$ cat src/sv/rlws_pkg.sv
`timescale 1ns / 1ps
// rlws_pkg: shared widths, reset constant, result record and sequencer states
// for the run-length window sum/max block; no dependencies
package rlws_pkg;

    localparam int RUN_W  = 31;   // run length and repeat count
    localparam int VAL_W  = 16;   // run value and window max
    localparam int WL_W   = 17;   // window length, fill and span
    localparam int OSUM_W = 32;   // window sum as delivered

    localparam logic [WL_W-1:0] WL_RESET = 17'd1000;

    typedef struct packed {
        logic [OSUM_W-1:0] sum;
        logic [VAL_W-1:0]  vmax;
        logic [RUN_W-1:0]  repeat_cnt;
        logic [WL_W-1:0]   span;
        logic              last;
    } t_result;

    typedef enum logic [11:0] {
        S_IDLE  = 12'b0000_0000_0001,
        S_FILL  = 12'b0000_0000_0010,
        S_FMUL  = 12'b0000_0000_0100,
        S_FADD  = 12'b0000_0000_1000,
        S_CLOSE = 12'b0000_0001_0000,
        S_DCHK  = 12'b0000_0010_0000,
        S_DIV   = 12'b0000_0100_0000,
        S_WMUL  = 12'b0000_1000_0000,
        S_WEMIT = 12'b0001_0000_0000,
        S_REM   = 12'b0010_0000_0000,
        S_RADD  = 12'b0100_0000_0000,
        S_FLUSH = 12'b1000_0000_0000
    } t_state;

endpackage

$ cat src/sv/rle_window_sum_max_top.sv
`timescale 1ns / 1ps
// Run-length window sum and max: takes coverage runs (length, value, final flag) and cuts
// positions into back-to-back windows of the configured length, giving per window the
// saturating sum of value times positions, the largest value, a repeat count for runs
// that cover several whole windows, and the span. A run that tops up an open window
// first passes the fill multiply, add and close states; a run that covers whole windows
// also waits for the 31-step serial divider. Each time the output holds back an emitted
// result, the sequencer stalls until it is taken. One run is worked at a time; a finished
// result waits in a one-entry output register so the next run can be taken meanwhile.
// Up to three results come per run; tlast marks the last one of each run.
// Depends on rlws_pkg, rlws_div and rlws_obuf.
module rle_window_sum_max_top #(
    parameter int VALUE_BITS = 16,
    parameter int SUM_BITS   = 32
) (
    input  logic        i_clk,
    input  logic        i_rst_n,
    input  logic        i_cfg_valid,
    output logic        o_cfg_ready,
    input  logic [16:0] i_cfg_data,     // window_length
    input  logic        s_axis_tvalid,
    output logic        s_axis_tready,
    input  logic [47:0] s_axis_tdata,   // run_length[30:0], run_value[46:31], zero pad
    input  logic        s_axis_tlast,   // final_run
    output logic        m_axis_tvalid,
    input  logic        m_axis_tready,
    output logic [95:0] m_axis_tdata,   // window_sum[31:0], window_max[47:32],
                                        // window_repeat[78:48], window_span[95:79]
    output logic        m_axis_tlast    // last
);

    localparam int RW     = rlws_pkg::RUN_W;
    localparam int VW     = rlws_pkg::VAL_W;
    localparam int WW     = rlws_pkg::WL_W;
    localparam int OW     = rlws_pkg::OSUM_W;
    localparam int PROD_W = VW + RW;
    localparam int ACC_W  = ((SUM_BITS > PROD_W) ? SUM_BITS : PROD_W) + 1;
    localparam int SUMX_W = (SUM_BITS > OW) ? SUM_BITS : OW;

    localparam logic [VW-1:0] VMASK = (VALUE_BITS >= VW) ? {VW{1'b1}} :
                                      VW'((64'd1 << VALUE_BITS) - 64'd1);
    localparam logic [ACC_W-1:0] SUM_MAX_A = {{(ACC_W-SUM_BITS){1'b0}}, {SUM_BITS{1'b1}}};

    function automatic logic [SUM_BITS-1:0] f_sat(input logic [SUM_BITS-1:0] a,
                                                  input logic [PROD_W-1:0] b);
        logic [ACC_W-1:0] s;
        s = ACC_W'(a) + ACC_W'(b);
        if (s > SUM_MAX_A) begin
            s = SUM_MAX_A;
        end
        return s[SUM_BITS-1:0];
    endfunction

    function automatic logic [OW-1:0] f_osum(input logic [SUM_BITS-1:0] a);
        logic [SUMX_W-1:0] x;
        x = SUMX_W'(a);
        return x[OW-1:0];
    endfunction

    rlws_pkg::t_state  r_state;
    rlws_pkg::t_state  n_state;

    logic [WW-1:0]       r_wl;
    logic [WW-1:0]       r_wle;
    logic [RW-1:0]       r_rem;
    logic [VW-1:0]       r_v;
    logic                r_fin;
    logic [WW-1:0]       r_t;
    logic [RW-1:0]       r_n;
    logic [PROD_W-1:0]   r_prod;
    logic [WW-1:0]       r_fill;
    logic [SUM_BITS-1:0] r_psum;
    logic [VW-1:0]       r_pmax;

    logic                w_accept;
    logic [WW-1:0]       w_room;
    logic [WW-1:0]       w_t;
    logic [RW-1:0]       w_mop;
    logic                w_more_close;

    logic                w_emit;
    logic                w_obuf_ready;
    rlws_pkg::t_result   w_res;
    rlws_pkg::t_result   w_ores;

    logic                w_div_start;
    logic                w_div_busy;
    logic                w_div_done;
    logic [RW-1:0]       w_quot;
    logic [WW-1:0]       w_drem;

    assign o_cfg_ready   = 1'b1;
    assign s_axis_tready = (r_state == rlws_pkg::S_IDLE);
    assign w_accept      = s_axis_tvalid && s_axis_tready;

    always_ff @(posedge i_clk) begin
        if (!i_rst_n) begin
            r_wl <= rlws_pkg::WL_RESET;
        end else if (i_cfg_valid && o_cfg_ready) begin
            r_wl <= i_cfg_data;
        end
    end

    // room left in the open window and the part of the run that goes into it
    always_comb begin
        w_room = (r_fill < r_wle) ? (r_wle - r_fill) : '0;
        w_t    = (r_rem < RW'(w_room)) ? r_rem[WW-1:0] : w_room;
        w_more_close = (r_rem != '0) && ((r_rem >= RW'(r_wle)) || r_fin);
    end

    // operand for the shared multiplier
    always_comb begin
        case (r_state)
            rlws_pkg::S_FMUL: w_mop = RW'(r_t);
            rlws_pkg::S_WMUL: w_mop = RW'(r_wle);
            default:          w_mop = r_rem;
        endcase
    end

    always_comb begin
        n_state     = r_state;
        w_emit      = 1'b0;
        w_div_start = 1'b0;
        w_res       = '0;
        unique case (r_state)
            rlws_pkg::S_IDLE: begin
                if (w_accept) n_state = rlws_pkg::S_FILL;
            end
            rlws_pkg::S_FILL: begin
                n_state = (r_fill == '0) ? rlws_pkg::S_DCHK : rlws_pkg::S_FMUL;
            end
            rlws_pkg::S_FMUL: n_state = rlws_pkg::S_FADD;
            rlws_pkg::S_FADD: n_state = rlws_pkg::S_CLOSE;
            rlws_pkg::S_CLOSE: begin
                if (r_fill >= r_wle) begin
                    w_emit           = 1'b1;
                    w_res.sum        = f_osum(r_psum);
                    w_res.vmax       = r_pmax;
                    w_res.repeat_cnt = RW'(1);
                    w_res.span       = r_fill;
                    w_res.last       = !w_more_close;
                    if (w_obuf_ready) n_state = rlws_pkg::S_DCHK;
                end else begin
                    n_state = rlws_pkg::S_DCHK;
                end
            end
            rlws_pkg::S_DCHK: begin
                if (r_rem >= RW'(r_wle)) begin
                    w_div_start = 1'b1;
                    n_state     = rlws_pkg::S_DIV;
                end else begin
                    n_state = rlws_pkg::S_REM;
                end
            end
            rlws_pkg::S_DIV: begin
                if (w_div_done) n_state = rlws_pkg::S_WMUL;
            end
            rlws_pkg::S_WMUL: n_state = rlws_pkg::S_WEMIT;
            rlws_pkg::S_WEMIT: begin
                w_emit           = 1'b1;
                w_res.sum        = f_osum(f_sat('0, r_prod));
                w_res.vmax       = r_v;
                w_res.repeat_cnt = r_n;
                w_res.span       = r_wle;
                w_res.last       = !(r_fin && (r_rem != '0));
                if (w_obuf_ready) n_state = rlws_pkg::S_REM;
            end
            rlws_pkg::S_REM: begin
                n_state = (r_rem != '0) ? rlws_pkg::S_RADD : rlws_pkg::S_FLUSH;
            end
            rlws_pkg::S_RADD: n_state = rlws_pkg::S_FLUSH;
            rlws_pkg::S_FLUSH: begin
                if (r_fin && (r_fill != '0)) begin
                    w_emit           = 1'b1;
                    w_res.sum        = f_osum(r_psum);
                    w_res.vmax       = r_pmax;
                    w_res.repeat_cnt = RW'(1);
                    w_res.span       = r_fill;
                    w_res.last       = 1'b1;
                    if (w_obuf_ready) n_state = rlws_pkg::S_IDLE;
                end else begin
                    n_state = rlws_pkg::S_IDLE;
                end
            end
            default: n_state = rlws_pkg::S_IDLE;
        endcase
    end

    always_ff @(posedge i_clk) begin
        if (!i_rst_n) begin
            r_state <= rlws_pkg::S_IDLE;
            r_fill  <= '0;
            r_psum  <= '0;
            r_pmax  <= '0;
        end else begin
            r_state <= n_state;
            case (r_state) inside
                rlws_pkg::S_FADD: begin
                    if (r_t != '0) begin
                        r_psum <= f_sat(r_psum, r_prod);
                        r_fill <= r_fill + r_t;
                        if (r_v > r_pmax) r_pmax <= r_v;
                    end
                end
                rlws_pkg::S_RADD: begin
                    r_fill <= r_rem[WW-1:0];
                    r_psum <= f_sat('0, r_prod);
                    r_pmax <= r_v;
                end
                rlws_pkg::S_CLOSE, rlws_pkg::S_FLUSH: begin
                    // window handed to the output register, start an empty one
                    if (w_emit && w_obuf_ready) begin
                        r_fill <= '0;
                        r_psum <= '0;
                        r_pmax <= '0;
                    end
                end
                default: ;
            endcase
        end
    end

    always_ff @(posedge i_clk) begin
        if (w_accept) begin
            r_rem <= s_axis_tdata[RW-1:0];
            r_v   <= s_axis_tdata[RW+VW-1:RW] & VMASK;
            r_fin <= s_axis_tlast;
            r_wle <= (r_wl == '0) ? WW'(1) : r_wl;
        end
        if (r_state == rlws_pkg::S_FILL) begin
            r_t <= w_t;
        end
        if (r_state == rlws_pkg::S_FMUL) begin
            r_rem <= r_rem - RW'(r_t);
        end
        if (r_state == rlws_pkg::S_DIV && w_div_done) begin
            r_n   <= w_quot;
            r_rem <= RW'(w_drem);
        end
        if (r_state == rlws_pkg::S_FMUL || r_state == rlws_pkg::S_WMUL ||
            r_state == rlws_pkg::S_REM) begin
            r_prod <= PROD_W'(r_v) * PROD_W'(w_mop);
        end
    end

    rlws_div u_div (
        .i_clk      (i_clk),
        .i_rst_n    (i_rst_n),
        .i_start    (w_div_start),
        .i_dividend (r_rem),
        .i_divisor  (r_wle),
        .o_busy     (w_div_busy),
        .o_done     (w_div_done),
        .o_quot     (w_quot),
        .o_rem      (w_drem)
    );

    rlws_obuf u_obuf (
        .i_clk   (i_clk),
        .i_rst_n (i_rst_n),
        .i_valid (w_emit),
        .o_ready (w_obuf_ready),
        .i_res   (w_res),
        .o_valid (m_axis_tvalid),
        .i_ready (m_axis_tready),
        .o_res   (w_ores)
    );

    assign m_axis_tdata = {w_ores.span, w_ores.repeat_cnt, w_ores.vmax, w_ores.sum};
    assign m_axis_tlast = w_ores.last;

    // an empty open window carries no sum and no max
    a_empty_window: assert property (@(posedge i_clk) disable iff (!i_rst_n)
        (r_state == rlws_pkg::S_IDLE && r_fill == '0) |-> (r_psum == '0 && r_pmax == '0))
        else $error("empty window holds a sum or max");

    // divider only runs when at least one whole window fits
    a_div_result: assert property (@(posedge i_clk) disable iff (!i_rst_n)
        (r_state == rlws_pkg::S_DIV && w_div_done) |-> (w_quot != '0 && w_drem < r_wle))
        else $error("divider result out of range");

    a_div_idle: assert property (@(posedge i_clk) disable iff (!i_rst_n)
        (r_state == rlws_pkg::S_IDLE) |-> !w_div_busy)
        else $error("divider busy while sequencer idle");

    a_max_update: assert property (@(posedge i_clk) disable iff (!i_rst_n)
        (r_state == rlws_pkg::S_FADD && r_t != '0) |=> (r_pmax >= r_v))
        else $error("window max below run value");

endmodule

$ cat src/sv/rlws_div.sv
`timescale 1ns / 1ps
// rlws_div: restoring serial divider, one quotient bit per cycle
// depends on rlws_pkg for the run length and window length widths
module rlws_div (
    input  logic                     i_clk,
    input  logic                     i_rst_n,
    input  logic                     i_start,
    input  logic [rlws_pkg::RUN_W-1:0] i_dividend,
    input  logic [rlws_pkg::WL_W-1:0]  i_divisor,
    output logic                     o_busy,
    output logic                     o_done,
    output logic [rlws_pkg::RUN_W-1:0] o_quot,
    output logic [rlws_pkg::WL_W-1:0]  o_rem
);

    localparam int RW    = rlws_pkg::RUN_W;
    localparam int DW    = rlws_pkg::WL_W;
    localparam int CNT_W = $clog2(RW);

    logic             r_busy;
    logic             r_done;
    logic [CNT_W-1:0] r_cnt;
    logic [RW-1:0]    r_quot;
    logic [DW-1:0]    r_rem;
    logic [DW-1:0]    r_div;

    logic [DW:0]      w_trial;
    logic [DW:0]      w_diff;
    logic             w_ge;
    logic [DW-1:0]    n_rem;

    // dividend bits shift out the top of r_quot while quotient bits shift in
    always_comb begin
        w_trial = {r_rem, r_quot[RW-1]};
        w_diff  = w_trial - {1'b0, r_div};
        w_ge    = (w_trial >= {1'b0, r_div});
        n_rem   = w_ge ? w_diff[DW-1:0] : w_trial[DW-1:0];
    end

    always_ff @(posedge i_clk) begin
        if (!i_rst_n) begin
            r_busy <= 1'b0;
            r_done <= 1'b0;
            r_cnt  <= '0;
        end else begin
            r_done <= 1'b0;
            if (i_start && !r_busy) begin
                r_busy <= 1'b1;
                r_cnt  <= CNT_W'(RW - 1);
            end else if (r_busy) begin
                r_cnt <= r_cnt - 1'b1;
                if (r_cnt == '0) begin
                    r_busy <= 1'b0;
                    r_done <= 1'b1;
                end
            end
        end
    end

    always_ff @(posedge i_clk) begin
        if (i_start && !r_busy) begin
            r_quot <= i_dividend;
            r_rem  <= '0;
            r_div  <= i_divisor;
        end else if (r_busy) begin
            r_quot <= {r_quot[RW-2:0], w_ge};
            r_rem  <= n_rem;
        end
    end

    assign o_busy = r_busy;
    assign o_done = r_done;
    assign o_quot = r_quot;
    assign o_rem  = r_rem;

endmodule

$ cat src/sv/rlws_obuf.sv
`timescale 1ns / 1ps
// rlws_obuf: one-entry result register between the sequencer and the output stream
// depends on rlws_pkg for the result record
module rlws_obuf (
    input  logic              i_clk,
    input  logic              i_rst_n,
    input  logic              i_valid,
    output logic              o_ready,
    input  rlws_pkg::t_result i_res,
    output logic              o_valid,
    input  logic              i_ready,
    output rlws_pkg::t_result o_res
);

    logic              r_valid;
    rlws_pkg::t_result r_res;

    assign o_ready = !r_valid || i_ready;

    always_ff @(posedge i_clk) begin
        if (!i_rst_n) begin
            r_valid <= 1'b0;
        end else if (o_ready) begin
            r_valid <= i_valid;
        end
    end

    always_ff @(posedge i_clk) begin
        if (o_ready && i_valid) begin
            r_res <= i_res;
        end
    end

    assign o_valid = r_valid;
    assign o_res   = r_res;

endmodule
$ cat config.mk
export PLATFORM = sky130hd
export DESIGN_NAME = rle_window_sum_max_top
export DESIGN_NICKNAME = d
export VERILOG_FILES = /design/src/sv/rlws_pkg.sv /design/src/sv/rle_window_sum_max_top.sv /design/src/sv/rlws_div.sv /design/src/sv/rlws_obuf.sv
export SDC_FILE = /design/constraint.sdc
export NUM_CORES = 2
export LEC_CHECK = 0
export BUFFER_PORTS_ARGS = -buffer_cell sky130_fd_sc_hd__buf_2
export CORE_ASPECT_RATIO = 0.7
export CORE_MARGIN = 1.5
export CORE_UTILIZATION = 40
export CTS_CLUSTER_DIAMETER = 150
export DETAILED_ROUTE_END_ITERATION = 10
export GPL_ROUTABILITY_DRIVEN = 1
export RECOVER_POWER = 100
export SLEW_MARGIN = 20
export SYNTH_ARGS = -nofsm -noshare
export SYNTH_HDL_FRONTEND = slang
export SYNTH_SLANG_ARGS = --single-unit
$ cat constraint.sdc
create_clock -name i_clk -period 9.75 [get_ports i_clk]
set_clock_uncertainty 0.2 [all_clocks]
set_input_delay 1.95 -clock i_clk [delete_from_list [all_inputs] [get_ports i_clk]]
set_output_delay 1.95 -clock i_clk [all_outputs]
set_load 0.05 [all_outputs]
## Word-level counts from Yosys, hierarchy flattened

Index checks and enable logic that the tools add are counted.

| operators by class | value |
|---|---|
| multipliers | 1 |
| add/subtract/negate cells | 6 |
| muxes and demuxes | 52 |
| reductions and logical operators | 32 |
| eq/ne operators | 19 |
| magnitude comparators | 8 |
| bitwise gates (word level) | 2 |

Operators with widths:

| cell | number |
|---|---|
| $pmux W97 S3 | 1 |
| $mux W32 | 7 |
| $mux W97 | 2 |
| $mux W17 | 9 |
| $pmux W12 S12 | 1 |
| $mux W31 | 4 |
| $mux W12 | 8 |
| $mux W16 | 6 |
| $pmux W31 S2 | 1 |
| $add A32 B47 Y48 | 1 |
| $gt A48 B32 Y1 const B | 1 |
| $gt A47 B32 Y1 const B | 1 |
| $mul A16 B31 Y47 | 1 |
| $logic_not A17 Y1 | 2 |
| $reduce_bool A17 Y1 | 2 |
| $sub A17 B17 Y17 | 2 |
| $ge A31 B17 Y1 | 1 |
| $lt A31 B17 Y1 | 1 |
| $reduce_bool A31 Y1 | 1 |
| $sub A31 B17 Y31 | 1 |
| $ge A18 B17 Y1 | 1 |
| $add A17 B17 Y17 | 1 |
| $ge A17 B17 Y1 | 1 |
| $lt A17 B17 Y1 | 1 |
| 33 further kinds | 63 |

| storage, ports and cells | value |
|---|---|
| flip-flop bits (word level) | 424 |
| bits of input ports | 71 |
| logic and storage cells | 146 |
| output and inout port bits | 100 |

## Logic depth before layout (Yosys ltp)

| logic depth | value |
|---|---|
| depth in word-level cells | 9 |
| depth in mapped cells | 34 |
| depth with buffers taken out | 31 |

## Modules after synthesis

A second synthesis with hierarchy kept.

| second synthesis, totals | value |
|---|---|
| cells, all modules | 4187 |
| area, all modules | 39278.9 um^2 |

By module, submodules not included:

| module | seq. area each (um^2) | area each (um^2) | times used | cells an instance |
|---|---|---|---|---|
| rle_window_sum_max_top | 6546.3 | 32389.8 | 1 | 3733 |
| rlws_div | 1921.8 | 3918.8 | 1 | 352 |
| rlws_obuf | 2932.8 | 2970.3 | 1 | 102 |

## Worst setup path after synthesis

OpenSTA, ideal clock, no wires.

| timing | value |
|---|---|
| path type | reg-to-reg |
| start point | register r_state[8] |
| end point | register r_prod[40] (data pin) |
| library setup time | 0.259 ns |
| data required time | 9.291 ns |
| period minus slack after synthesis | 8.234 ns |
| data arrival time | 7.775 ns |
| path slack | 1.516 ns |
| cell stages (with the launch flop) | 30 |
| buffers on the path | 3 |
| cell sequence | dfxtp_1 nor2_1 and4_1 nand2_1 nor3b_1 buf_2 buf_2 a22oi_1 nand2_1 clkbuf_1 nand2_1 fa_1 inv_1 fa_1 fa_1 fa_1 fa_1 inv_1 fa_1 inv_1 ha_1 a21o_1 a21o_1 a41o_1 a32o_1 a211oi_1 o21bai_1 a221o_1 a21oi_1 xnor2_1 |

| on the way | value |
|---|---|
| longest elaborated chain between the ends | 3 |
| elaborated cells on any way between the ends | 4 |
| those cells by class | mul (1); eq/ne (2); mux (1) |

Ends and longest elaborated chain:

| item | line | source |
|---|---|---|
| start, declared | rle_window_sum_max_top.sv:60 | `rlws_pkg::t_state r_state;` |
| start signal, assigned | rle_window_sum_max_top.sv:191 | `r_state <= rlws_pkg::S_IDLE;` |
| start signal, assigned | rle_window_sum_max_top.sv:196 | `r_state <= n_state;` |
| $eq A12 B8 Y1 or $eq A12 B3 Y1 (tied branches) | rle_window_sum_max_top.sv:113 | `case (r_state)` |
| $pmux W31 S2 (*) | rle_window_sum_max_top.sv:113 |  |
| $mul A16 B31 Y47 (*) | rle_window_sum_max_top.sv:242 | `r_prod <= PROD_W'(r_v) * PROD_W'(w_mop);` |
| end signal, assigned | rle_window_sum_max_top.sv:242 |  |
| end, declared | rle_window_sum_max_top.sv:70 | `logic [PROD_W-1:0] r_prod;` |

Mark *: on every way between the ends. The rest lies on a longest branch, timed or not.
A chain may end at the register's enable or synchronous reset.

## Worst setup path after layout

| timing | value |
|---|---|
| start point | register r_state[11] |
| end point | register r_prod[40] (data pin) |

The elaborated chain is that of the path after synthesis.

==> metrics.md <==
| Metric | Value |
|---|---|
| Status | `finished with violations` |
| Failing checks | `max-capacitance violations, max-slew violations` |
| Seq cells post-synth | `424` |
| # Post-CTS Setup Buffers | `0` |
| Hold Fails Final Rpt | `0` |
| Syn avg cell area | `9.39 um^2` |
| M3 GR Usage | `0.0748` |
| Avg Vias per Cell | `5.59` |
| Min cycle time layout | `9.22 ns` |
| Slew @ Worst Pin | `3.42 ns` |
| TritonCTS Buffers | `43` |
| GP Congestion | `0.967` |
| CTS Root Cell | `clkbuf_16` |
| Starting Density | `0.406` |
| Global Route Usage Sum | `0.248` |
| DIE AREA | `102000 um^2` |
| Worst slew margin | `-1.28` |
| CTS max path bufs | `3` |
| Core area | `98600 um^2` |
| Met2 Use GR | `0.328` |
| Hold Crit Class | `flop to flop` |
| Crit Path Max Fanout | `66` |
| DRT Pass-1 Iters | `6` |
| Nets | `5102` |
| 1st-iter DRT viols | `3332` |
| Filler cells | `9615` |
| Max Slew Vio Count | `605` |
| Register area share after synthesis | `0.285` |
| Most frequent cells in the layout | `inv_1 (590), nand2_1 (577), fa_1 (409)` |
| Port Buffers | `168` |
| TritonCTS clock tree | `built` |
| I/O Pins | `171` |
| Max cap viols | `15` |
| Final Setup Violations | `0` |
| Core Rows | `96` |
| # H-tree levels | `2` |
| Global-route wire length before repair | `192 mm` |
| Placement Setup Slack | `0.727 ns` |
| Grt total ovfl | `0` |
| Initial antenna violation count | `9` |
| Critical Path AT | `9.36 ns` |
| WL final | `128 mm` |
| RSZ-0062 raised after global routing | `false` |
| F_max | `108 MHz` |
| Most used cell, CP | `fa_1` |
| Mapped cell area | `40000 um^2` |
| Tcrit/Tclk final | `0.946` |
| Crit path largest cell delay | `0.57 ns` |
| Critical Path RT | `9.89 ns` |
| Post_cts resized | `0` |
| Antenna Nets Post-Route | `0` |
| Hold Buf Count CTS | `0` |
| Die Wd | `381 um` |
| Cell variety after synth | `102` |
| Syn Nets | `5013` |
| Most used flip-flop cell after synthesis | `edfxtp_1` |
| Synthesis-to-finish area growth | `8.68%` |
| Setup ws final | `0.530 ns` |
| Most common cell after layout, fill and taps aside | `inv_1` |
| CP max-delay cell | `buf_4` |
| Synthesis warning total | `0` |
| Async S/R FF share, synth | `0` |
| Number of enable flip-flop cells after synthesis | `291` |
| Vias in the first global route | `30543` |
| Gr busiest metal | `met1` |
| Die H | `268 um` |
| Residual DRC | `0` |
| Buf+Inv Stages, Crit Path | `8` |
| Sink Count | `424` |
| Gate Count Post-Synth | `4264` |
| Ant. Diodes | `0` |
| Post-Route Setup TNS | `0 ns` |
| Via count | `31897` |
| Cell family with most CP delay | `adder cells` |
| GRT met1 Usage | `0.392` |
| Drt wl/cell | `22.3 um` |
| Clock Latency Late Sink | `0.62 ns` |
| Fraction of layout cells with a size suffix above 1 | `0.0640` |
| Pin count of the biggest net entering global routing | `67` |
| Crit path capture type | `flop` |
| Clk slew on worst S/H paths | `0.07 ns` |
| Startpoint types | `flop` |
| DP HPWL | `96.5 mm` |
| CP Class | `flop to flop` |
## flip-flops by register name, indices dropped and copies added, names as in the netlist, 31 cells and up
signal,count
u_div.o_quot,31
r_n,31
u_obuf.o_res,97
r_psum,32
r_prod,47
r_rem,31
## final timing paths
kind / startpoint / endpoint / slack (ns) / cells past startpoint
setup / recovery: r_state[11] / r_prod[40] / 0.53 / 31
hold / removal: u_div.o_quot[7] / r_n[7] / 0.25 / 0
setup reg to reg: r_state[11] / r_prod[40] / 0.53 / 31
hold reg to reg: u_div.o_quot[7] / r_n[7] / 0.25 / 0
## per-stage QoR
stage	hold slack [ns]	area, um^2	utilization	std cells
2_1_floorplan	0.219	40000	-	4264
3_5_place_dp	0.232	42400	0.430	5630
5_1_grt	0.255	43500	0.441	5711
4_1_cts	0.247	43800	0.444	5710
3_3_place_gp	0.226	42400	0.430	5629
6_report	0.249	43500	0.441	5711
## synth_stat cells, drive strengths merged (32+ instances only)
library cell	count	area [um^2]
nand2	578	2180
mux2	34	383
o21ai	178	898
nand3	72	360
and2	201	1260
nor3	49	250
nor2b	43	269
clkbuf	175	657
o211ai	32	284
a21o	68	510
xnor2	72	631
edfxtp	291	8740
nor2	189	712
fa	409	8190
a31oi	40	250
nor4	33	228
a21oi	162	830
dfxtp	133	2660
nand4	48	300
a22oi	34	269
buf	49	294
mux2i	72	721
and3	78	493
ha	269	3370
inv	590	2210
xor2	46	403
## routing by layer
| layer | up-vias | part of all wire |
|---|---|---|
| li1 | 14506 | - |
| met1 | 15729 | 0.48 |
| met2 | 1531 | 0.38 |
| met3 | 129 | 0.13 |
| met4 | 2 | 0.015 |
| met5 | - | 0.00064 |
## logic make-up after synthesis
| family | after synthesis | share of synthesized area |
|---|---|---|
| xor+xnor | 118 | 0.0258 |
| mux | 106 | 0.0276 |
| flops | 424 | 0.285 |
| compound gates | 743 | 0.126 |
| simple gates | 1378 | 0.168 |
| other cells | 1 | 0.0000937 |
| buf+inv | 816 | 0.0793 |
| fa+ha+maj | 678 | 0.289 |
## final cells by class
| type | instances | area [um^2] | share of cell area |
|---|---|---|---|
| multi-input combinational | 3024 | 25400 | 0.585 |
| sequential | 424 | 11400 | 0.262 |
| inverter | 592 | 2220 | 0.0511 |
| tap | 1323 | 1660 | 0.0381 |
| timing repair buffer | 268 | 1360 | 0.0312 |
| clock buffer | 48 | 1100 | 0.0254 |
| clock inverter | 32 | 315 | 0.00725 |
Power is not shown: default switching activity piles up to over one toggle a cycle in this logic, so the estimate is an artifact.
